--- config.mk ---
export PLATFORM = sky130hd
export DESIGN_NAME = pns_dot_lane
export DESIGN_NICKNAME = d
export VERILOG_FILES = /design/src/hdl/pns_pkg.sv /design/src/hdl/pns_dot_lane.sv
export SDC_FILE = /design/constraint.sdc
export NUM_CORES = 2
export LEC_CHECK = 0
export ABC_AREA = 1
export BUFFER_PORTS_ARGS = -buffer_cell sky130_fd_sc_hd__buf_2
export CAP_MARGIN = 20
export CORE_ASPECT_RATIO = 0.7
export CORE_UTILIZATION = 60
export CTS_BUF_LIST = sky130_fd_sc_hd__clkbuf_8
export CTS_CLUSTER_DIAMETER = 120
export CTS_CLUSTER_SIZE = 12
export DETAILED_ROUTE_END_ITERATION = 16
export PLACE_DENSITY = 0.81
export SLEW_MARGIN = 25
export SYNTH_ARGS = -nofsm -noshare
export SYNTH_HDL_FRONTEND = slang
export SYNTH_SLANG_ARGS = --single-unit
--- constraint.sdc ---
create_clock -name clock -period 10.6 [get_ports clock]
set_input_delay 1.06 -clock clock [delete_from_list [all_inputs] [get_ports clock]]
set_output_delay 1.06 -clock clock [all_outputs]
set_load 0.1 [all_outputs]
--- src/hdl/pns_pkg.sv ---
// shared widths, constants, register codes and the lane output type
// for the photometric normal and slope block; no dependencies
`default_nettype none
package pns_pkg;
   localparam int PNS_LIGHTS  = 4;
   localparam int MAX_LIGHTS  = 4;
   localparam int COEF_W      = 16;
   localparam int PIX_W       = 8;
   localparam int PROD_W      = 24;
   localparam int RAW_W       = 26;
   localparam int MAG_W       = 25;
   localparam int SQ_W        = 50;
   localparam int SUM_W       = 52;
   localparam int RAD_W       = 60;
   localparam int ROOT_W      = 30;
   localparam int UNIT_NUM_W  = 43;
   localparam int UNIT_Q_W    = 15;
   localparam int NORM_W      = 16;
   localparam int NZ_W        = 15;
   localparam int SLOPE_NUM_W = 27;
   localparam int SLOPE_Q_W   = 26;
   localparam int SLOPE_W     = 20;
   localparam int CSR_IDX_W   = 2;
   localparam int CSR_DATA_W  = 64;

   localparam logic [NZ_W-1:0] Q14_ONE = 15'd16384;
   localparam logic [NZ_W-1:0] TINY_NZ = 15'd2;
   localparam logic [SLOPE_Q_W-1:0] SLOPE_POS_MAX = 26'd524287;
   localparam logic [SLOPE_Q_W-1:0] SLOPE_NEG_MAX = 26'd524288;

   localparam logic [CSR_IDX_W-1:0] CSR_PINV_X = 2'd0;
   localparam logic [CSR_IDX_W-1:0] CSR_PINV_Y = 2'd1;
   localparam logic [CSR_IDX_W-1:0] CSR_PINV_Z = 2'd2;
   localparam logic [CSR_IDX_W-1:0] CSR_MIN_NZ = 2'd3;

   typedef struct packed {
      logic             neg;
      logic [MAG_W-1:0] mag;
      logic [SQ_W-1:0]  sq;
   } lane_out_type;
endpackage
`default_nettype wire

--- src/hdl/pns_dot_lane.sv ---
// one lane: dot product of a pseudo-inverse row with the intensities,
// then magnitude and square; depends on pns_pkg
`default_nettype none
module pns_dot_lane import pns_pkg::*; #(
   parameter int LIGHTS = PNS_LIGHTS
) (
   input  wire logic                          clock,
   input  wire logic                          reset,
   input  wire logic                          en,
   input  wire logic                          in_valid,
   input  wire logic [MAX_LIGHTS*COEF_W-1:0]  in_coef,
   input  wire logic [MAX_LIGHTS*PIX_W-1:0]   in_pix,
   output logic                               out_valid,
   output lane_out_type                       out_lane
);
   logic [MAX_LIGHTS-1:0][PROD_W-1:0] prod_in, prod_ff;
   logic [RAW_W-1:0] raw_in, raw_ff;
   logic [RAW_W-1:0] abs_full;
   logic [MAG_W-1:0] mag_in;
   logic [SQ_W-1:0]  sq_in;
   lane_out_type     lane_ff;
   logic [2:0]       vld_ff;

   always_comb begin
      logic signed [PROD_W:0] full;
      for (int k = 0; k < MAX_LIGHTS; k++) begin
         full = $signed(in_coef[COEF_W*k +: COEF_W]) * $signed({1'b0, in_pix[PIX_W*k +: PIX_W]});
         prod_in[k] = (k < LIGHTS) ? full[PROD_W-1:0] : '0;
      end
   end

   always_comb begin
      raw_in = '0;
      for (int k = 0; k < MAX_LIGHTS; k++) begin
         raw_in = raw_in + {{(RAW_W-PROD_W){prod_ff[k][PROD_W-1]}}, prod_ff[k]};
      end
   end

   assign abs_full = raw_ff[RAW_W-1] ? (~raw_ff + 1'b1) : raw_ff;
   assign mag_in   = abs_full[MAG_W-1:0];
   assign sq_in    = mag_in * mag_in;

   always_ff @(posedge clock) begin
      if (en) begin
         prod_ff     <= prod_in;
         raw_ff      <= raw_in;
         lane_ff.neg <= raw_ff[RAW_W-1];
         lane_ff.mag <= mag_in;
         lane_ff.sq  <= sq_in;
      end
   end

   always_ff @(posedge clock) begin
      if (reset) begin
         vld_ff <= '0;
      end else if (en) begin
         vld_ff <= {vld_ff[1:0], in_valid};
      end
   end

   assign out_valid = vld_ff[2];
   assign out_lane  = lane_ff;
endmodule
`default_nettype wire

# [Yosys cells after proc, flatten, opt, wreduce, memory -nomap -nowiden]
# Index checks and enable logic that the tools add are counted.
[word_totals] word_cells=20 regBits=201
[op_classes] bitwise=1 n_addsub=4 n_mux=1 mul=5
[ops] operator="$mul A16 B9 Y24" n=4
[ops] operator="$mul A25 B25 Y50" n=1
[ops] operator="$add A25 B24 Y26" n=1
[ops] operator="$add A26 B26 Y26" n=1
[ops] operator="$add A24 B24 Y25" n=1
[ops] operator="$add A25 B1 Y25 const B" n=1
[ops] operator="$mux W25" n=1
[ops] operator="$not A25 Y25" n=1

# [Longest topological paths before layout]
[logic_depth] depth_word=4 mapped_depth=41 ltp_nobuf=40

# [Worst setup path after synthesis]
# OpenSTA, ideal clock, no wires.
[synth_timing] path_kind="reg-to-reg" startpoint="register raw_ff[0]" endpoint="register lane_ff, in the netlist out_lane[44], data pin" setup_ns=0.253 path_slack_ns=3.273 required_ns=10.347 path_stages_with_launch=35 t_arrival_ns=7.074 n_path_buf=3 path_cell_list="edfxtp_1 inv_2 clkbuf_1 ha_1 nand2_2 nor2_4 nand2_2 o21ai_2 nand3_1 nand2_1 buf_4 buf_2 nand2_1 fa_1 fa_1 inv_1 fa_1 inv_1 fa_1 inv_1 fa_1 fa_1 inv_1 fa_1 inv_1 ha_1 nand2_1 nor2_1 inv_1 nor2_1 inv_1 o21ai_0 nand2_1 nand4_1 nand2_1"
[synth_via] elab_chain_cells=4
[synth_rtl] element="start, declared" line="pns_dot_lane.sv:17" source="logic [RAW_W-1:0] raw_in, raw_ff;"
[synth_rtl] element="start signal, assigned" line="pns_dot_lane.sv:46" source="raw_ff <= raw_in;"
[synth_rtl] element="$not A25 Y25" line="pns_dot_lane.sv:39" source="assign abs_full = raw_ff[RAW_W-1] ? (~raw_ff + 1'b1) : raw_ff;"
[synth_rtl] element="$add A25 B1 Y25" line="pns_dot_lane.sv:39"
[synth_rtl] element="$mux W25" line="pns_dot_lane.sv:39"
[synth_rtl] element="named net abs_full[22]" line="pns_dot_lane.sv:18" source="logic [RAW_W-1:0] abs_full;"
[synth_rtl] element="$mul A25 B25 Y50" line="pns_dot_lane.sv:41" source="assign sq_in = mag_in * mag_in;"
[synth_rtl] element="named net sq_in[44]" line="pns_dot_lane.sv:20" source="logic [SQ_W-1:0] sq_in;"
[synth_rtl] element="end, declared" line="pns_dot_lane.sv:21" source="lane_out_type lane_ff;"
# The timed path passes the listed nets, and every way through them passes these cells.
# A chain may end at the register's enable or synchronous reset.

# [Final worst setup path]
[layout_timing] startpoint="register raw_ff[0]" endpoint="register lane_ff, in the netlist out_lane[49], data pin"
[layout_via] elab_chain_cells=4
[layout_rtl] element="$not A25 Y25" line="pns_dot_lane.sv:39"
[layout_rtl] element="$add A25 B1 Y25" line="pns_dot_lane.sv:39"
[layout_rtl] element="$mux W25 *" line="pns_dot_lane.sv:39"
[layout_rtl] element="$mul A25 B25 Y50 *" line="pns_dot_lane.sv:41"
[layout_rtl] element="named net sq_in[49]" line="pns_dot_lane.sv:20"
# The timed path passes the listed nets; every way through them passes the cells marked *.

==> impl_metrics.csv <==
group,metric,value,unit
run_status,status,"completed",
grt,grt_max_degree,73,
placement,port_buffers,175,
worst_setup_path,crit_path_end_kind,"register",
worst_setup_path,worst-path-buf-inv,8,
floorplanning,die_area,0.0787,mm^2
cts,cts_buffers,17,
cts,cts_sinks,199,
cts,htreeDepth,4,
timing,fin_crit_sh,0.866,
routing,vias,35800,
placement,place.gp.congestion,1.01,
floorplanning,die_y,235,um
timing,tns,0,ns
worst_setup_path,startpoint_type,"register",
grt,grt_usage,0.336,
routing,drt_pass1_iterations,6,
final_layout,diodes,0,
timing,fin_crit,9.18,ns
logic_synthesis,synth_edf_count,196,
final_layout,multi_input_area,0.0334,mm^2
timing,hold_viol,0,
logic_synthesis,synth_nets,7016,
routing,ant_nets,0,
routing,first_iter_violations,3675,
worst_setup_path,worst_path_max_delay_cell,"xor2_2",
floorplanning,core,0.0768,mm^2
logic_synthesis,async_flop_share,0,
logic_synthesis,ys_ff_latch,199,
worst_setup_path,worstSetupPathType,"register to register",
cts,post-cts-setup-buffers,0,
logic_synthesis,yosysSeqAreaShare,0.128,
cts,cts-root-buf,"clkbuf_8",
logic_synthesis,synth_cells,5606,
cts,cts_tree,"yes",
placement,dp.cells,6670,
routing,route.detailed.drc,0,
final_layout,mostFrequentLayoutCells,"inv_1, nand2_1, fa_1",
worst_setup_path,critPathMaxStageDelay,0.71,ns
floorplanning,rows,85,
timing,finClkSkew,0.0327,ns
floorplanning,initial_core_util,0.606,
final_layout,fin_nets,7055,
grt,grt_antenna_before_repair,2,
worst_setup_path,crit_fanout,26,
final_layout,fill_cells,6642,
cts,path_clk_slew,0.14,ns
worst_setup_path,worstPathRequired,10.94,ns
logic_synthesis,synth_cell_types,48,
logic_synthesis,syn_area,0.0465,mm^2
logic_synthesis,avgSynthCellArea,8.30,um^2
routing,vias_per_cell,5.34,
grt,overflow,0,
logic_synthesis,ys_warn_count,0,
grt,grt_pass1_wl,204000,um
worst_setup_path,cp_data_arrival_time,9.52,ns
final_layout,layout-drive-gt1-share,0.0479,
grt,grt_pass1_vias,37200,
final_layout,seq_area,0.00595,mm^2
timing,slew_violations,0,
worst_setup_path,crit_family,"adder cells",
timing,setup_viol,0,
timing,slew-limit-headroom,0.400,
timing,fmax,0.109,GHz
timing,worst_pin_slew,0.901,ns
routing,routed_wl,125000,um
timing,rsz0062_at_grt,"no",
cts,clk-insertion-delay-late,0.57,ns
final_layout,syn_to_final_growth,4.21,%
worst_setup_path,cp_common_cell,"inv_1",
hold_path,hp-class,"register to register",
placement,dp_hpwl,107000,um
cts,holdBufCountCts,0,
flow_run,max_cap_viol_count,0,
floorplanning,pin_count,177,
logic_synthesis,synthFlopType,"edfxtp_1",
cts,post_cts_resized,0,
routing,routedWlPerCell,18.7,um
final_layout,final_cells,6702,
floorplanning,dieWidth,335,um
final_layout,final_common_cell,"inv_1",
cts,clk_path_buf_depth,2,
per-stage QoR:
step	hold slack (ns)	utilization	cell area [um^2]	setup slack (ns)
final	0.463	0.632	48500	1.42
after global routing	0.480	0.632	48500	0.927
after CTS	0.465	0.632	48500	1.59
after detailed placement	0.449	0.627	48100	1.66
after global placement	0.443	0.627	48100	1.77
after floorplan	0.421	-	46500	3.27
layout make-up:
type                            instances  share of cell area
Clock buffer                           17             0.00482
Clock inverter                         15             0.00317
Inverter                             1697               0.131
Multi-Input combinational cell       3531               0.689
Sequential cell                       199               0.123
Tap cell                             1044              0.0269
Timing Repair Buffer                  199              0.0220
cell usage after synthesis (all sizes together), types with 62 or more instances:
cell type	n	area, um^2
inv	1694	6360
nand2	1156	4380
fa	916	18300
ha	394	4930
nor2	367	1410
edfxtp	196	5890
a21oi	183	916
clkbuf	139	551
o21ai	115	579
nand3	101	510
xor2	100	917
xnor2	62	543
flip-flops by register name, summed over array words and instances (netlist names):
| register | count |
|---|---|
| out_lane | 74 |
| prod_ff | 96 |
| vld_ff | 3 |
| raw_ff | 26 |
cells by family (layout without fill, tap and decap cells):
family	count (synthesis)	in the layout	synth area share
flops	199	199	0.128
buf+inv	1876	1928	0.154
other cells	1	1	0.0000806
fa+ha+maj	1310	1310	0.500
simple gates	1704	1704	0.146
xor+xnor	162	162	0.0314
compound gates	354	354	0.0411
per-layer routing:
| layer | share of wire | GRT usage | vias to the layer above |
|---|---|---|---|
| met4 | 0.011 | 0.0448 | 6 |
| met5 | 0.00030 | 0 | - |
| met1 | 0.46 | 0.534 | 17500 |
| met3 | 0.13 | 0.0948 | 122 |
| met2 | 0.40 | 0.463 | 1832 |
| li1 | - | - | 16300 |
final timing paths:
| kind | startpoint | endpoint | slack (ns) | depth (start not counted) |
|---|---|---|---|---|
| hold / removal | vld_ff[2] | vld_ff[2] | 0.46 | 2 |
| setup reg to reg | raw_ff[0] | out_lane[49] | 1.42 | 32 |
| setup / recovery | raw_ff[0] | out_lane[49] | 1.42 | 32 |
| hold reg to reg | vld_ff[2] | vld_ff[2] | 0.46 | 2 |
worst register-to-register path: cells and delay by family (launching register included):
kind            cells  cell delay (ns)
compound gates      1             0.26
xor+xnor            1             0.71
fa+ha+maj           9             4.12
buf+inv             8             1.40
flops               1             0.48
simple gates       13             1.98
Power is left out: the tool's default activity adds up to more than one toggle a clock period on the data nets, which glitch-free logic cannot reach.
