--- src/hdl/pns_pkg.sv ---
// shared widths, constants, register codes and the lane output type
// for the photometric normal and slope block; no dependencies
`default_nettype none
package pns_pkg;
   localparam int PNS_LIGHTS  = 4;
   localparam int MAX_LIGHTS  = 4;
   localparam int COEF_W      = 16;
   localparam int PIX_W       = 8;
   localparam int PROD_W      = 24;
   localparam int RAW_W       = 26;
   localparam int MAG_W       = 25;
   localparam int SQ_W        = 50;
   localparam int SUM_W       = 52;
   localparam int RAD_W       = 60;
   localparam int ROOT_W      = 30;
   localparam int UNIT_NUM_W  = 43;
   localparam int UNIT_Q_W    = 15;
   localparam int NORM_W      = 16;
   localparam int NZ_W        = 15;
   localparam int SLOPE_NUM_W = 27;
   localparam int SLOPE_Q_W   = 26;
   localparam int SLOPE_W     = 20;
   localparam int CSR_IDX_W   = 2;
   localparam int CSR_DATA_W  = 64;

   localparam logic [NZ_W-1:0] Q14_ONE = 15'd16384;
   localparam logic [NZ_W-1:0] TINY_NZ = 15'd2;
   localparam logic [SLOPE_Q_W-1:0] SLOPE_POS_MAX = 26'd524287;
   localparam logic [SLOPE_Q_W-1:0] SLOPE_NEG_MAX = 26'd524288;

   localparam logic [CSR_IDX_W-1:0] CSR_PINV_X = 2'd0;
   localparam logic [CSR_IDX_W-1:0] CSR_PINV_Y = 2'd1;
   localparam logic [CSR_IDX_W-1:0] CSR_PINV_Z = 2'd2;
   localparam logic [CSR_IDX_W-1:0] CSR_MIN_NZ = 2'd3;

   typedef struct packed {
      logic             neg;
      logic [MAG_W-1:0] mag;
      logic [SQ_W-1:0]  sq;
   } lane_out_type;
endpackage
`default_nettype wire

--- src/hdl/pns_isqrt.sv ---
// pipelined integer square root, one result bit per stage
// carries a sideband word alongside; depends on pns_pkg
`default_nettype none
module pns_isqrt import pns_pkg::*; #(
   parameter int IN_W   = RAD_W,
   parameter int SIDE_W = 1
) (
   input  wire logic                clock,
   input  wire logic                reset,
   input  wire logic                en,
   input  wire logic                in_valid,
   input  wire logic [IN_W-1:0]     in_rad,
   input  wire logic [SIDE_W-1:0]   in_side,
   output logic                     out_valid,
   output logic [IN_W/2-1:0]        out_root,
   output logic [SIDE_W-1:0]        out_side
);
   localparam int STAGES = IN_W / 2;
   localparam logic [IN_W-1:0] BIT_TOP = IN_W'(1) << (IN_W - 2);

   logic [IN_W-1:0]   rem_prev [STAGES];
   logic [IN_W-1:0]   res_prev [STAGES];
   logic [SIDE_W-1:0] side_prev [STAGES];
   logic [IN_W-1:0]   rem_in [STAGES];
   logic [IN_W-1:0]   res_in [STAGES];
   logic [IN_W-1:0]   rem_ff [STAGES];
   logic [IN_W-1:0]   res_ff [STAGES];
   logic [SIDE_W-1:0] side_ff [STAGES];
   logic [STAGES-1:0] vld_ff;

   always_comb begin
      rem_prev[0]  = in_rad;
      res_prev[0]  = '0;
      side_prev[0] = in_side;
      for (int i = 1; i < STAGES; i++) begin
         rem_prev[i]  = rem_ff[i-1];
         res_prev[i]  = res_ff[i-1];
         side_prev[i] = side_ff[i-1];
      end
   end

   always_comb begin
      logic [IN_W-1:0] bit_v;
      logic [IN_W-1:0] trial;
      for (int i = 0; i < STAGES; i++) begin
         bit_v = BIT_TOP >> (2 * i);
         trial = res_prev[i] + bit_v;
         if (rem_prev[i] >= trial) begin
            rem_in[i] = rem_prev[i] - trial;
            res_in[i] = (res_prev[i] >> 1) + bit_v;
         end else begin
            rem_in[i] = rem_prev[i];
            res_in[i] = res_prev[i] >> 1;
         end
      end
   end

   always_ff @(posedge clock) begin
      if (en) begin
         for (int i = 0; i < STAGES; i++) begin
            rem_ff[i]  <= rem_in[i];
            res_ff[i]  <= res_in[i];
            side_ff[i] <= side_prev[i];
         end
      end
   end

   always_ff @(posedge clock) begin
      if (reset) begin
         vld_ff <= '0;
      end else if (en) begin
         vld_ff <= {vld_ff[STAGES-2:0], in_valid};
      end
   end

   assign out_valid = vld_ff[STAGES-1];
   assign out_root  = res_ff[STAGES-1][IN_W/2-1:0];
   assign out_side  = side_ff[STAGES-1];
endmodule
`default_nettype wire

--- config.mk ---
export PLATFORM = sky130hd
export DESIGN_NAME = pns_isqrt
export DESIGN_NICKNAME = d
export VERILOG_FILES = /design/src/hdl/pns_pkg.sv /design/src/hdl/pns_isqrt.sv
export SDC_FILE = /design/constraint.sdc
export NUM_CORES = 2
export LEC_CHECK = 0
export ABC_AREA = 1
export ABC_CLOCK_PERIOD_IN_PS = 3600
export BUFFER_PORTS_ARGS = -buffer_cell sky130_fd_sc_hd__buf_2
export CORE_UTILIZATION = 35
export DETAILED_ROUTE_END_ITERATION = 7
export GPL_ROUTABILITY_DRIVEN = 0
export HOLD_SLACK_MARGIN = 0.06
export PLACE_DENSITY = 0.58
export SYNTH_ARGS = -nofsm -noshare
export SYNTH_HDL_FRONTEND = slang
export SYNTH_SLANG_ARGS = --single-unit
--- constraint.sdc ---
create_clock -name clock -period 3.6 [get_ports clock]
set_clock_uncertainty 0.2 [all_clocks]
set_input_delay 0.54 -clock clock [delete_from_list [all_inputs] [get_ports clock]]
set_output_delay 0.54 -clock clock [all_outputs]
set_load 0.005 [all_outputs]
Word level (Yosys, flattened, before mapping)
Memories as Yosys holds them, arrays and structs flattened. Index checks and enable logic that the tools add are counted.

Register bits after elaboration: 30. Latch bits: 0. Memory bits (writable): 3630. ROM bits: 0. Output and inout bits: 32. Memories kept: 3.

Memory list: rem_ff (words 30, width 60, rd ports 29, clocked after Yosys merged registers in 0, write ports 30, RTL line pns_isqrt.sv:26) `logic [IN_W-1:0] rem_ff [STAGES];`; res_ff (words 30, width 60, rd ports 30, clocked after Yosys merged registers in 0, write ports 30, RTL line pns_isqrt.sv:27) `logic [IN_W-1:0] res_ff [STAGES];`; side_ff (words 30, width 1, rd ports 30, clocked after Yosys merged registers in 0, write ports 30, RTL line pns_isqrt.sv:28) `logic [SIDE_W-1:0] side_ff [STAGES];`.

Add/sub/neg operators: 88. Multipliers: 0. Div/mod/pow operators: 0. Order comparisons: 30. Equality and inequality tests: 0. Shift operators: 0. Muxes and demuxes: 62. Bitwise logic cells: 0. Reductions and logical operators: 0.

Operators with widths (count): $mux 60 (59); $ge 60x60->1 (29); $sub 60x60->60 (29); $add 59x1->60 const B (1); $add 59x11->60 const B (1); $add 59x13->60 const B (1); $add 59x15->60 const B (1); $add 59x17->60 const B (1); $add 59x19->60 const B (1); $add 59x21->60 const B (1); $add 59x23->60 const B (1); $add 59x25->60 const B (1); $add 59x27->60 const B (1); $add 59x29->60 const B (1); $add 59x3->60 const B (1); $add 59x31->60 const B (1); $add 59x33->60 const B (1); $add 59x35->60 const B (1); $add 59x37->60 const B (1); $add 59x39->60 const B (1); $add 59x41->60 const B (1); $add 59x43->60 const B (1); $add 59x45->60 const B (1); $add 59x47->60 const B (1); other kinds (41) (42).

Logic depth before layout (Yosys ltp)
An unclocked memory read counts as a cell.

Depth in word-level cells: 4. Mapped depth: 17.

Worst setup path before layout
No wires, ideal clock.

Path kind: flip-flop to flip-flop. Start: mem rem_ff[1][567] (netlist name). End: mem rem_ff[1][647] (netlist name), data pin. Library setup time: 0.255 ns. Arrival: 1.925 ns. Data required time: 3.145 ns. Path slack: 1.220 ns. Cell stages (with the launch flop): 12. Period minus slack after synthesis: 2.380 ns. Path through: edfxtp_1 ha_1 a21oi_1 nand2_1 a21oi_1 nand3_2 nand2_2 nand2_4 inv_4 buf_6 buf_6 a21oi_2.

RTL lines (RTL line): start: declaration (pns_isqrt.sv:26).

==> impl_summary.md <==
Layout
The final-stage net count is 15900. Of the cells placed in the final design, the portion with a size suffix greater than 1 is 5.84%. Leaving out fill and tap cells, the most frequent cell in the layout is nand2_1. In the layout the commonest cells are nand2_1 (4560), inv_1 (2259), edfxtp_1 (2235), nor2_1 (1673), nand3_1 (759). The area growth from synthesis to layout is 13.1%.

Floorplan
Once the floorplan was initialized, standard cells occupied 35.2% of the core. The core area is 363000 um^2. The number of core rows is 221. The I/O pin count is 97. The x dimension of the die is 606 um. In this run the vertical extent of the chip is 606 um. The die covers 367000 um^2.

Synthesis
The mean instance size in the synthesized netlist is 8.57 um^2. The number of synthesized flops with an enable pin is 2235. Synthesis inferred 2265 register bits.

The summed instance area of the synthesized netlist is 128000 um^2. During synthesis, Yosys emitted a total of 0 warnings. For this run, the leading register cell type out of synthesis is edfxtp_1. The async set-reset flop share out of synthesis is 0%.

The fraction of the yosys area taken by sequential cells is 53.0%. The post-synthesis cell type count is 60. The number of nets handed over by synthesis was 15500. In the synthesized netlist, the number of instances is 14900.

STA
The minimum period implied by the final worst setup slack is 3.37 ns. For the pin with the worst max-slew slack, the measured transition is 1.35 ns. Headroom to the max-slew limit came out at 8.97%. The final count of pins violating max slew is 0. The worst hold margin is 0.141 ns. The fraction of the cycle the final worst path needs is 93.7%.

The count of endpoints failing setup in the final report is 0. Setup repair after global routing left no endpoint under its margin. The achievable frequency is 297 MHz. The number of hold-slack violations in the final timing report is 0.

Pwr
The post-layout total power is 85.1 mW. The switching portion of total power is 34.3%. The power density of the placed cells is 589 nW/um^2. The total net switching power is 29.2 mW.

The analysis attributes to cell leakage a power of 61.7 nW. The proportion of power drawn by combinational gates is 26.0%. Per report_power, the clock group accounts for 31.1% of the total. The relative contribution of sequential cells to total power is 42.8%. The internal power consumption is 55.9 mW.

VDD sags by at most 0.577 mV.

Hold path
The path class of the tightest hold or removal check is input port to register.

Critical path
Data on the critical path arrives at its endpoint at 3.76 ns. Together, buffers and inverters on the worst path number 3. Data on the critical path is required at its endpoint by 3.99 ns. The worst setup path is of the register to register kind. The worst stage delay on the critical path is 1.17 ns.

The maximum fanout along the worst path is 16. The slowest stage of the critical path belongs to the cell nor4_1. The endpoint type of the worst setup path is a register. The element type at the critical path start is a register. In this design, the largest share of critical-path delay is due to simple AND/OR/NAND/NOR gates. Counting stages on the worst path, the most repeated cell is buf_4. Walking the worst path, the cells encountered are nor4_1 > nand2_1 > nor2_1 > buf_4 > nand3_1 > buf_4 > nand3_2 > buf_12 > o21ai_0.

GRT
The sum of overflow across all layers after global routing is 0. The overall routing resource usage is 20.4%. The number of antenna violations at the first check in global routing is 7. The global-route wire length before repair is 575 mm. The largest net degree at the start of global routing is 136. The number of global-route vias before repair is 97400.

CTS
The root buffer cell chosen for the clock tree is clkbuf_16. The clock insertion delay at the later pin of the skew report is 0.91 ns. TritonCTS built the clock tree. The clock tree buffer depth is 4. After clock tree synthesis, the clock-pin slew on the worst setup and hold paths is 0.06 ns.

The total clock sinks is 2265. The H-tree generated during clock tree synthesis spans 5 levels. TritonCTS created 265 clock buffers.

Detailed routing
After detailed routing, the average wire length per cell comes to 18.8 um. The routed design has 383 mm of wire. The routed layout has 101000 vias.

The initial DRC count is 8753. The count of nets left with antenna violations after detail routing is 0. The number of iterations in the first detailed-routing pass is 8. After detailed routing, the number of remaining DRC violations is 0. After detailed routing, the number of vias per cell comes to 4.97.

Outcome
The flow ran to the end, and the final reports show no timing, DRC or antenna violations.

Placed design
Port buffering added 96 buffers. The sum of net half-perimeters after detailed placement is 306 mm.

Flow run
The number of max-cap violations is 0.
## worst paths after layout
path	slack, ns	end	startpoint	cells past startpoint
worst max-delay path	0.23	rem_ff[0][755]	rem_ff[0][691]	9
worst min register to register	0.21	side_ff[0][6]	side_ff[0][5]	0
worst max register to register	0.23	rem_ff[0][755]	rem_ff[0][691]	9
worst min-delay path	0.14	rem_ff[0][0]	in_rad[0]	2
## cell type report
class                      count  area [um^2]
antenna                        4         10.0
timing repair buffer         375         3270
fill                       36400       218000
sequential                  2265        67700
tap                         4794         6000
inverter                    2282         8580
multi-input combinational  10200        50300
clock buffer                 310         6860
clock inverter               152         1640
## through the flow
step,setup slack [ns],util (%),setup TNS (ns),instance area [um^2],instances
global placement,-1.05,37.3,-25.06,135000,19800
finish,0.228,39.8,0,144000,20400
detailed placement,-0.161,37.3,-2.14,135000,19800
global route,0.138,39.8,0,144000,20400
floorplan,1.22,-,0,128000,14900
CTS,0.140,39.8,0,144000,20400
## per-layer routing
metal	vias up	share of wire (%)	track usage [%]
li1	50000	-	-
met1	47000	40	24.3
met2	3361	49	35.9
met3	906	5.9	2.67
met4	2	5.7	10.4
met5	-	0.0034	0
## power groups by stage
stage	combinational, mW	sequential [mW]	clock, mW
after floorplan	15.2	35.1	0
after global placement	21.5	37.0	0
after detailed placement	21.6	36.9	0
after CTS	21.8	36.4	27.2
after global routing	24.7	36.7	28.0
final	22.1	36.5	26.5
## logic make-up after synthesis
logic type | Yosys count | share of synthesized area (%)
and+or+nand+nor | 7915 | 25.9
buffers and inverters | 2435 | 7.59
DFF | 2265 | 53.0
AOI/OAI and AO/OA | 1360 | 5.72
adders and majority gates | 493 | 4.83
xor gates and xnor gates | 427 | 2.93
## synthesized netlist by cell type, drive strengths merged, types with 13 or more instances
master     n  area, um^2
nand2   4586       17300
inv     2282        8580
edfxtp  2235       67100
nor2    1720        6610
nand3    771        3930
a21oi    712        3700
o21ai    537        2740
ha       493        6170
nand4    292        1830
xnor2    240        2100
xor2     187        1640
nor3     180         932
nor4     153         963
buf      139        1050
nand3b   121         908
or2       50         313
o21bai    34         263
dfxtp     30         601
a21o      22         165
a21boi    18         135
and2      18         113
clkbuf    14        53.8
o21a      14         105
o211ai    13        97.6
## registers in the layout, indices dropped and copies added (netlist names)
name / flops
rem_ff: 1740
res_ff: 465
side_ff: 30
vld_ff: 30
## timing repair
action                                  in CTS  in global routing
endpoints found under the hold margin      130                  0
hold buffers                                67                  0
endpoints found under the setup margin      25                  4
buffers inserted                             0                  0
resized for setup                            1                  2
(Power assumes the default switching activity.)
