===== src/hdl/pns_pkg.sv =====
// shared widths, constants, register codes and the lane output type
// for the photometric normal and slope block; no dependencies
`default_nettype none
package pns_pkg;
   localparam int PNS_LIGHTS  = 4;
   localparam int MAX_LIGHTS  = 4;
   localparam int COEF_W      = 16;
   localparam int PIX_W       = 8;
   localparam int PROD_W      = 24;
   localparam int RAW_W       = 26;
   localparam int MAG_W       = 25;
   localparam int SQ_W        = 50;
   localparam int SUM_W       = 52;
   localparam int RAD_W       = 60;
   localparam int ROOT_W      = 30;
   localparam int UNIT_NUM_W  = 43;
   localparam int UNIT_Q_W    = 15;
   localparam int NORM_W      = 16;
   localparam int NZ_W        = 15;
   localparam int SLOPE_NUM_W = 27;
   localparam int SLOPE_Q_W   = 26;
   localparam int SLOPE_W     = 20;
   localparam int CSR_IDX_W   = 2;
   localparam int CSR_DATA_W  = 64;

   localparam logic [NZ_W-1:0] Q14_ONE = 15'd16384;
   localparam logic [NZ_W-1:0] TINY_NZ = 15'd2;
   localparam logic [SLOPE_Q_W-1:0] SLOPE_POS_MAX = 26'd524287;
   localparam logic [SLOPE_Q_W-1:0] SLOPE_NEG_MAX = 26'd524288;

   localparam logic [CSR_IDX_W-1:0] CSR_PINV_X = 2'd0;
   localparam logic [CSR_IDX_W-1:0] CSR_PINV_Y = 2'd1;
   localparam logic [CSR_IDX_W-1:0] CSR_PINV_Z = 2'd2;
   localparam logic [CSR_IDX_W-1:0] CSR_MIN_NZ = 2'd3;

   typedef struct packed {
      logic             neg;
      logic [MAG_W-1:0] mag;
      logic [SQ_W-1:0]  sq;
   } lane_out_type;
endpackage
`default_nettype wire


===== src/hdl/pns_div.sv =====
// pipelined restoring divider, one quotient bit per stage
// carries a sideband word alongside; depends on pns_pkg
`default_nettype none
module pns_div import pns_pkg::*; #(
   parameter int NUM_W  = UNIT_NUM_W,
   parameter int DEN_W  = ROOT_W,
   parameter int Q_W    = UNIT_Q_W,
   parameter int SIDE_W = 1
) (
   input  wire logic                clock,
   input  wire logic                reset,
   input  wire logic                en,
   input  wire logic                in_valid,
   input  wire logic [NUM_W-1:0]    in_num,
   input  wire logic [DEN_W-1:0]    in_den,
   input  wire logic [SIDE_W-1:0]   in_side,
   output logic                     out_valid,
   output logic [Q_W-1:0]           out_quot,
   output logic [SIDE_W-1:0]        out_side
);
   localparam int WW = (NUM_W > DEN_W + Q_W) ? NUM_W : DEN_W + Q_W;

   logic [WW-1:0]     rem_prev [Q_W];
   logic [DEN_W-1:0]  den_prev [Q_W];
   logic [Q_W-1:0]    quo_prev [Q_W];
   logic [SIDE_W-1:0] side_prev [Q_W];
   logic [WW-1:0]     rem_in [Q_W];
   logic [Q_W-1:0]    quo_in [Q_W];
   logic [WW-1:0]     rem_ff [Q_W];
   logic [DEN_W-1:0]  den_ff [Q_W];
   logic [Q_W-1:0]    quo_ff [Q_W];
   logic [SIDE_W-1:0] side_ff [Q_W];
   logic [Q_W-1:0]    vld_ff;

   always_comb begin
      rem_prev[0]  = WW'(in_num);
      den_prev[0]  = in_den;
      quo_prev[0]  = '0;
      side_prev[0] = in_side;
      for (int i = 1; i < Q_W; i++) begin
         rem_prev[i]  = rem_ff[i-1];
         den_prev[i]  = den_ff[i-1];
         quo_prev[i]  = quo_ff[i-1];
         side_prev[i] = side_ff[i-1];
      end
   end

   always_comb begin
      logic [WW-1:0] shifted;
      for (int i = 0; i < Q_W; i++) begin
         shifted = WW'(den_prev[i]) << (Q_W - 1 - i);
         if (rem_prev[i] >= shifted) begin
            rem_in[i] = rem_prev[i] - shifted;
            quo_in[i] = quo_prev[i] | (Q_W'(1) << (Q_W - 1 - i));
         end else begin
            rem_in[i] = rem_prev[i];
            quo_in[i] = quo_prev[i];
         end
      end
   end

   always_ff @(posedge clock) begin
      if (en) begin
         for (int i = 0; i < Q_W; i++) begin
            rem_ff[i]  <= rem_in[i];
            den_ff[i]  <= den_prev[i];
            quo_ff[i]  <= quo_in[i];
            side_ff[i] <= side_prev[i];
         end
      end
   end

   always_ff @(posedge clock) begin
      if (reset) begin
         vld_ff <= '0;
      end else if (en) begin
         vld_ff <= {vld_ff[Q_W-2:0], in_valid};
      end
   end

   assign out_valid = vld_ff[Q_W-1];
   assign out_quot  = quo_ff[Q_W-1];
   assign out_side  = side_ff[Q_W-1];
endmodule
`default_nettype wire


===== config.mk =====
export PLATFORM = sky130hd
export DESIGN_NAME = pns_div
export DESIGN_NICKNAME = d
export VERILOG_FILES = /design/src/hdl/pns_pkg.sv /design/src/hdl/pns_div.sv
export SDC_FILE = /design/constraint.sdc
export NUM_CORES = 2
export LEC_CHECK = 0
export BUFFER_PORTS_ARGS = -buffer_cell sky130_fd_sc_hd__buf_4
export CORE_ASPECT_RATIO = 1.25
export CORE_MARGIN = 2
export CORE_UTILIZATION = 57
export CTS_BUF_LIST = sky130_fd_sc_hd__clkbuf_8
export CTS_CLUSTER_DIAMETER = 40
export DETAILED_ROUTE_END_ITERATION = 16
export PLACE_DENSITY = 0.77
export SLEW_MARGIN = 20
export SYNTH_ARGS = -nofsm -noshare
export SYNTH_HDL_FRONTEND = slang
export SYNTH_SLANG_ARGS = --single-unit

===== constraint.sdc =====
create_clock -name clock -period 10 [get_ports clock]
set_input_delay 0 -clock clock [delete_from_list [all_inputs] [get_ports clock]]
set_output_delay 0 -clock clock [all_outputs]
set_load 0.005 [all_outputs]

# Yosys cells after proc, flatten, opt, wreduce, memory -nomap -nowiden
# Memory sizes are Yosys's and may differ from the RTL's.
# Index checks and enable logic that the tools add are counted.
# word_totals
ff_bits	15
ramBits	1365
input_bits	78
out_inout_bits	17
elab_cells	67
memories	4
# op_classes
n_addsub	15
order_cmp	15
mux	32
# memory_table
memory	depth	word_bits	rd	rd_clocked_by_memory_dff	wr	line_no	rtl
rem_ff	15	45	14	0	15	pns_div.sv:29	logic [WW-1:0] rem_ff [Q_W];
den_ff	15	30	14	0	15	pns_div.sv:30	logic [DEN_W-1:0] den_ff [Q_W];
quo_ff	15	15	15	0	15	pns_div.sv:31	logic [Q_W-1:0] quo_ff [Q_W];
side_ff	15	1	15	0	15	pns_div.sv:32	logic [SIDE_W-1:0] side_ff [Q_W];
# op_table
operator	n
$mux W45	15
$ge A45 B30 Y1	1
$ge A45 B31 Y1	1
$ge A45 B32 Y1	1
$ge A45 B33 Y1	1
$ge A45 B34 Y1	1
$ge A45 B35 Y1	1
$ge A45 B36 Y1	1
$ge A45 B37 Y1	1
$ge A45 B38 Y1	1
$ge A45 B39 Y1	1
$ge A45 B40 Y1	1
$ge A45 B41 Y1	1
$ge A45 B42 Y1	1
$ge A45 B43 Y1	1
$sub A43 B44 Y45	1
$sub A45 B30 Y45	1
$sub A45 B31 Y45	1
$sub A45 B32 Y45	1
$sub A45 B33 Y45	1
$sub A45 B34 Y45	1
$sub A45 B35 Y45	1
$sub A45 B36 Y45	1
$sub A45 B37 Y45	1
22 further kinds	24

# Longest topological paths before layout
# An unclocked memory read counts as a cell.
# depth
word_depth	3
mapped_depth	15
ltp_nobuf	14

# Worst setup path after synthesis
# Ideal clock, no wire load.
# synth_path
path_kind	register to register
from	memory rem_ff[1][5] (netlist name)
to	memory rem_ff[1][84] (netlist name) (data pin)
arrival_time_ns	3.094
t_required_ns	9.740
setup_slack_ns	6.646
path_stages_with_launch	16
cell_sequence	edfxtp_1 > inv_1 > ha_1 > inv_1 > fa_1 > a21o_1 > a221oi_1 > o21ai_1 > a211oi_1 > o21a_1 > o21a_1 > o31a_1 > buf_2 > buf_2 > nor2_1 > xor2_1
# synth_rtl
element	line_no
from (decl)	pns_div.sv:29

==> metrics.log <==
INFO  metric result_of_the_run = finished, final reports clean
INFO  metric worst_path_dominant_cell_family = simple AND/OR/NAND/NOR gates
INFO  metric synth_enable_flop_cells = 1185
INFO  metric critPathMaxStageDelay = between 0.8 and 0.9 ns
INFO  metric worstSetupStartpoint = in_den[0]
INFO  metric placement.cell_area = around 70000 um^2
INFO  metric type_of_the_most_critical_hold_path = in -> reg
INFO  metric power_switching = 7.52 mW
INFO  metric grt.overflow.total = 0
INFO  metric hold_ws = ~0.11 ns
INFO  metric synth_top_area_share = 0.523
INFO  metric crit_slowest_cell = nor4_1
INFO  metric grt_start_max_net_pins = around 170
INFO  metric area_growth = 11.0%
INFO  metric period_needed = 5.18 ns
INFO  metric mappedNetlistArea = slightly below 70000 um^2
INFO  metric avgSynthCellArea = 10.9 um^2
INFO  metric cp-endpoint = rem_ff[0][23]$_DFFE_PP_
INFO  metric synthArstFlopShare = 0
INFO  metric timing.critical_path.buf_inv = 5
INFO  metric critical_path.reg2reg.endpoint = rem_ff[0][158]$_DFFE_PP_
INFO  metric critPathLaunchType = input pin
INFO  metric cts.reportedPaths.clkPinSlew = 0.06 ns
INFO  metric synth.yosys.warnings = 0
INFO  metric worst-path-stages = 12
INFO  metric setup.worst_path.end_class = flip-flop
INFO  metric vdd_ir_drop_max = 0.000173 V
INFO  metric synth_fp_nets = 6808
INFO  metric initial_core_util = 0.575
INFO  metric crit-reg2reg-launch = den_ff[0][60]$_DFFE_PP_
INFO  metric ios = 95
INFO  metric pwr_density_cell = 266 nW/um^2
INFO  metric fmax = 193 MHz
INFO  metric clock_insertion_delay_worst_skew = between 0.9 and 1 ns
INFO  metric tritoncts_clock_tree = done
INFO  metric layout-drive-gt1-share = 0.0756
INFO  metric gp_routability_congestion = around 1
INFO  metric detail_route.drc_violations = 0
INFO  metric critical_path.most_common_cell = dlygate4sd3_1
INFO  metric drt_first_pass_iters = 5
INFO  metric critical_path.cell_chain = dlygate4sd3_1 > buf_4 > dlygate4sd3_1 > ha_1 > or4b_2 > nor4_1 > a311o_1 > nor3_1 > nor3_2 > buf_4 > mux2_2 > dlygate4sd3_1
INFO  metric max_slew.worst_pin.slew = ~1.2 ns
INFO  metric tns = 0 ns
INFO  metric clock-root-buffer = clkbuf_8
INFO  metric synth_seq_cells = 1200
INFO  metric cts.htree.levels = 4
INFO  metric placement_rows = 141
INFO  metric post_drt_wl_per_cell = 18.8 um
INFO  metric total_routed_wirelength = roughly 160000 um
INFO  metric dp.final_hpwl = 115000 um
INFO  metric clock_sink_count = 1200
INFO  metric power_frac_clock = 0.190
INFO  metric design.die.area = 122000 um^2
INFO  metric detailroute.via_count = 48481
INFO  metric critical_path_class = in -> reg
INFO  metric fillerInstances = 9013
INFO  metric final.period_utilization = 0.518
INFO  metric placed_cells = 7776
INFO  metric drt_iter0_markers = 3287
INFO  metric synth-main-ff-cell = edfxtp_1
INFO  metric maxSlewHeadroom = 0.196
INFO  metric critical_path_required_time = 10.65 ns
INFO  metric synthDistinctLibCells = 92
INFO  metric core_util_final = 0.639
INFO  metric drv_cap = 0
INFO  metric cts_made_buffers = 192
INFO  metric yosysSeqAreaShare = 0.528
INFO  metric postcts_resize_cnt = 0
INFO  metric power.leakage = roughly 30 nW
INFO  metric io_buffers = 94
INFO  metric maxSlewViolCount = 0
INFO  metric crit_path_max_fanout = 38
INFO  metric report.final.setup_viol = 0
INFO  metric intPower = 12.6 mW
INFO  metric final_area = 75500 um^2
INFO  metric synthCells = 6267
INFO  metric grt_use_total = 0.256
INFO  metric p_sw_frac = 0.374
INFO  metric instances_no_fill = 8292
INFO  metric cts.path.max_buffers = 3
INFO  metric route.detailed.vias_per_inst = a little under 6
INFO  metric antenna_found_initial = 3
INFO  metric global_route_wire_length_before_repair = 247000 um
INFO  metric clock_skew = 0.0293 ns
INFO  metric floorplan.core_area = between 100000 and 150000 um^2
INFO  metric ant_nets = 0
INFO  metric synth_top_cell_by_area = edfxtp_1
INFO  metric numnets_final = just over 7000
INFO  metric share_seq_of_total_power = 0.388
INFO  metric report.final.hold_viol_count = 0
INFO  metric power.share.combinational = 0.422
INFO  metric first_global_vias = 50059
INFO  metric rsz0062_at_grt = no
INFO  metric die_span_x = 313 um
INFO  metric worst-r2r-setup-slack = 5.16 ns
INFO  metric synth.area.top_cells = edfxtp_1 (52%), ha_1 (8.3%), a21oi_1 (4.0%)
INFO  metric die-height = 390 um
INFO  metric arrival_time_at_the_worst_endpoint = 5.84 ns
INFO  metric ff2ff_path_depth = 12
[state kept, by name, indices dropped and copies added (netlist names)]
name,cells
quo_ff,120
side_ff,15
den_ff,420
rem_ff,630
vld_ff,15
[cells in the final DEF (no fill, tap or decap), types with 52 or more instances in the layout]
cell type         n
nor2b_1          62
clkbuf_8        193
o21ai_0         420
nand4_1          90
buf_4           124
inv_1           618
nand2b_1         74
o21bai_1         52
nand3_1          87
dlygate4sd3_1   174
nor3_1           93
a21oi_1         546
xnor2_1         229
a21o_1          227
edfxtp_1       1185
nand2_1         470
ha_1            449
o21a_1           79
xor2_1          211
mux2_2           60
a211oi_1         66
nor2_1          433
[cell usage after synthesis, types with 24 or more instances]
cell type	count
a211oi_1	66
nand4_1	90
nor2_1	434
edfxtp_1	1185
clkbuf_1	141
nand3_1	87
xor2_1	211
o31ai_1	42
nand2_1	470
mux2_2	60
a21oi_1	546
o211ai_1	32
and3_1	41
xnor2_1	229
nor2b_1	62
or3_1	36
a31oi_1	40
o21bai_1	52
o21ai_0	420
nor3_1	94
inv_1	562
and2_1	24
ha_1	449
nand2b_1	74
o21a_1	79
nor4_1	52
a21o_1	227
[kinds of logic (layout without fill, tap and decap cells)]
family,after synthesis,after routing,share of synthesized area
AO/OA/AOI/OAI,1727,1727,0.158
AND/OR/NAND/NOR,1598,1598,0.114
flip-flops,1200,1200,0.528
buffers and inverters,760,1210,0.0434
adder cells (fa/ha/maj),463,463,0.0867
XOR/XNOR,440,440,0.0567
multiplexers,79,79,0.0127
other,0,2,0
[per-stage QoR]
stage / setup WS (ns) / total power [mW]
floorplan: 6.65 / 14.0
global placement: 5.34 / 15.9
detailed placement: 5.22 / 16.1
CTS: 5.18 / 20.0
global route: 4.77 / 21.4
finish: 4.82 / 20.1
[area by class of cell]
class / instances / area, um^2 / share of cell area
Antenna cell: 2 / 5.00 / 0.0000663
Clock buffer: 193 / 2660 / 0.0352
Clock inverter: 147 / 791 / 0.0105
Inverter: 565 / 2120 / 0.0281
Multi-Input combinational cell: 4307 / 29300 / 0.388
Sequential cell: 1200 / 35900 / 0.475
Tap cell: 1573 / 1970 / 0.0261
Timing Repair Buffer: 305 / 2780 / 0.0368
[how the worst min path moves through the flow]
stage / from / end / slack, ns / cells past startpoint
finish: in_num[41] / rem_ff[0][41]$_DFFE_PP_ / 0.11 / 5
global route: in_num[41] / rem_ff[0][41]$_DFFE_PP_ / 0.04 / 5
CTS: in_num[41] / rem_ff[0][41]$_DFFE_PP_ / 0.001 / 5
detailed placement: in_side / side_ff[0][0]$_DFFE_PP_ / 0.18 / 1
global placement: in_side / side_ff[0][0]$_DFFE_PP_ / 0.18 / 1
floorplan: reset / vld_ff[10]$_SDFFE_PP0P_ / 0.07 / 1
[worst min-delay path, stage by stage]
cell and delay [ns]:
dlygate4sd3_1 0.53, buf_4 0.11, inv_1 0.03, nor2_1 0.11
a31o_2 0.12
[what timing repair did]
action                    in CTS  in global routing
hold endpoints to repair     227                  0
hold buffers                 174                  0
setup buffers                  0                  0
[power by group through the flow]
| stage | combinational (mW) | clock [mW] | sequential (mW) |
|---|---|---|---|
| finish | 8.48 | 3.82 | 7.79 |
| detailed placement | 8.24 | 0 | 7.87 |
| CTS | 8.34 | 3.92 | 7.77 |
| global placement | 8.05 | 0 | 7.83 |
| floorplan | 6.34 | 0 | 7.63 |
| global route | 9.37 | 4.16 | 7.90 |
[routing by layer]
layer	vias up	GRT usage	wire [um]
met4	0	0.208	13400
met2	1431	0.510	87000
li1	23716	-	-
met1	22727	0.220	50200
met3	607	0.0370	5290
met5	-	0	0
Note: power is estimated with default switching activity, not from simulation.
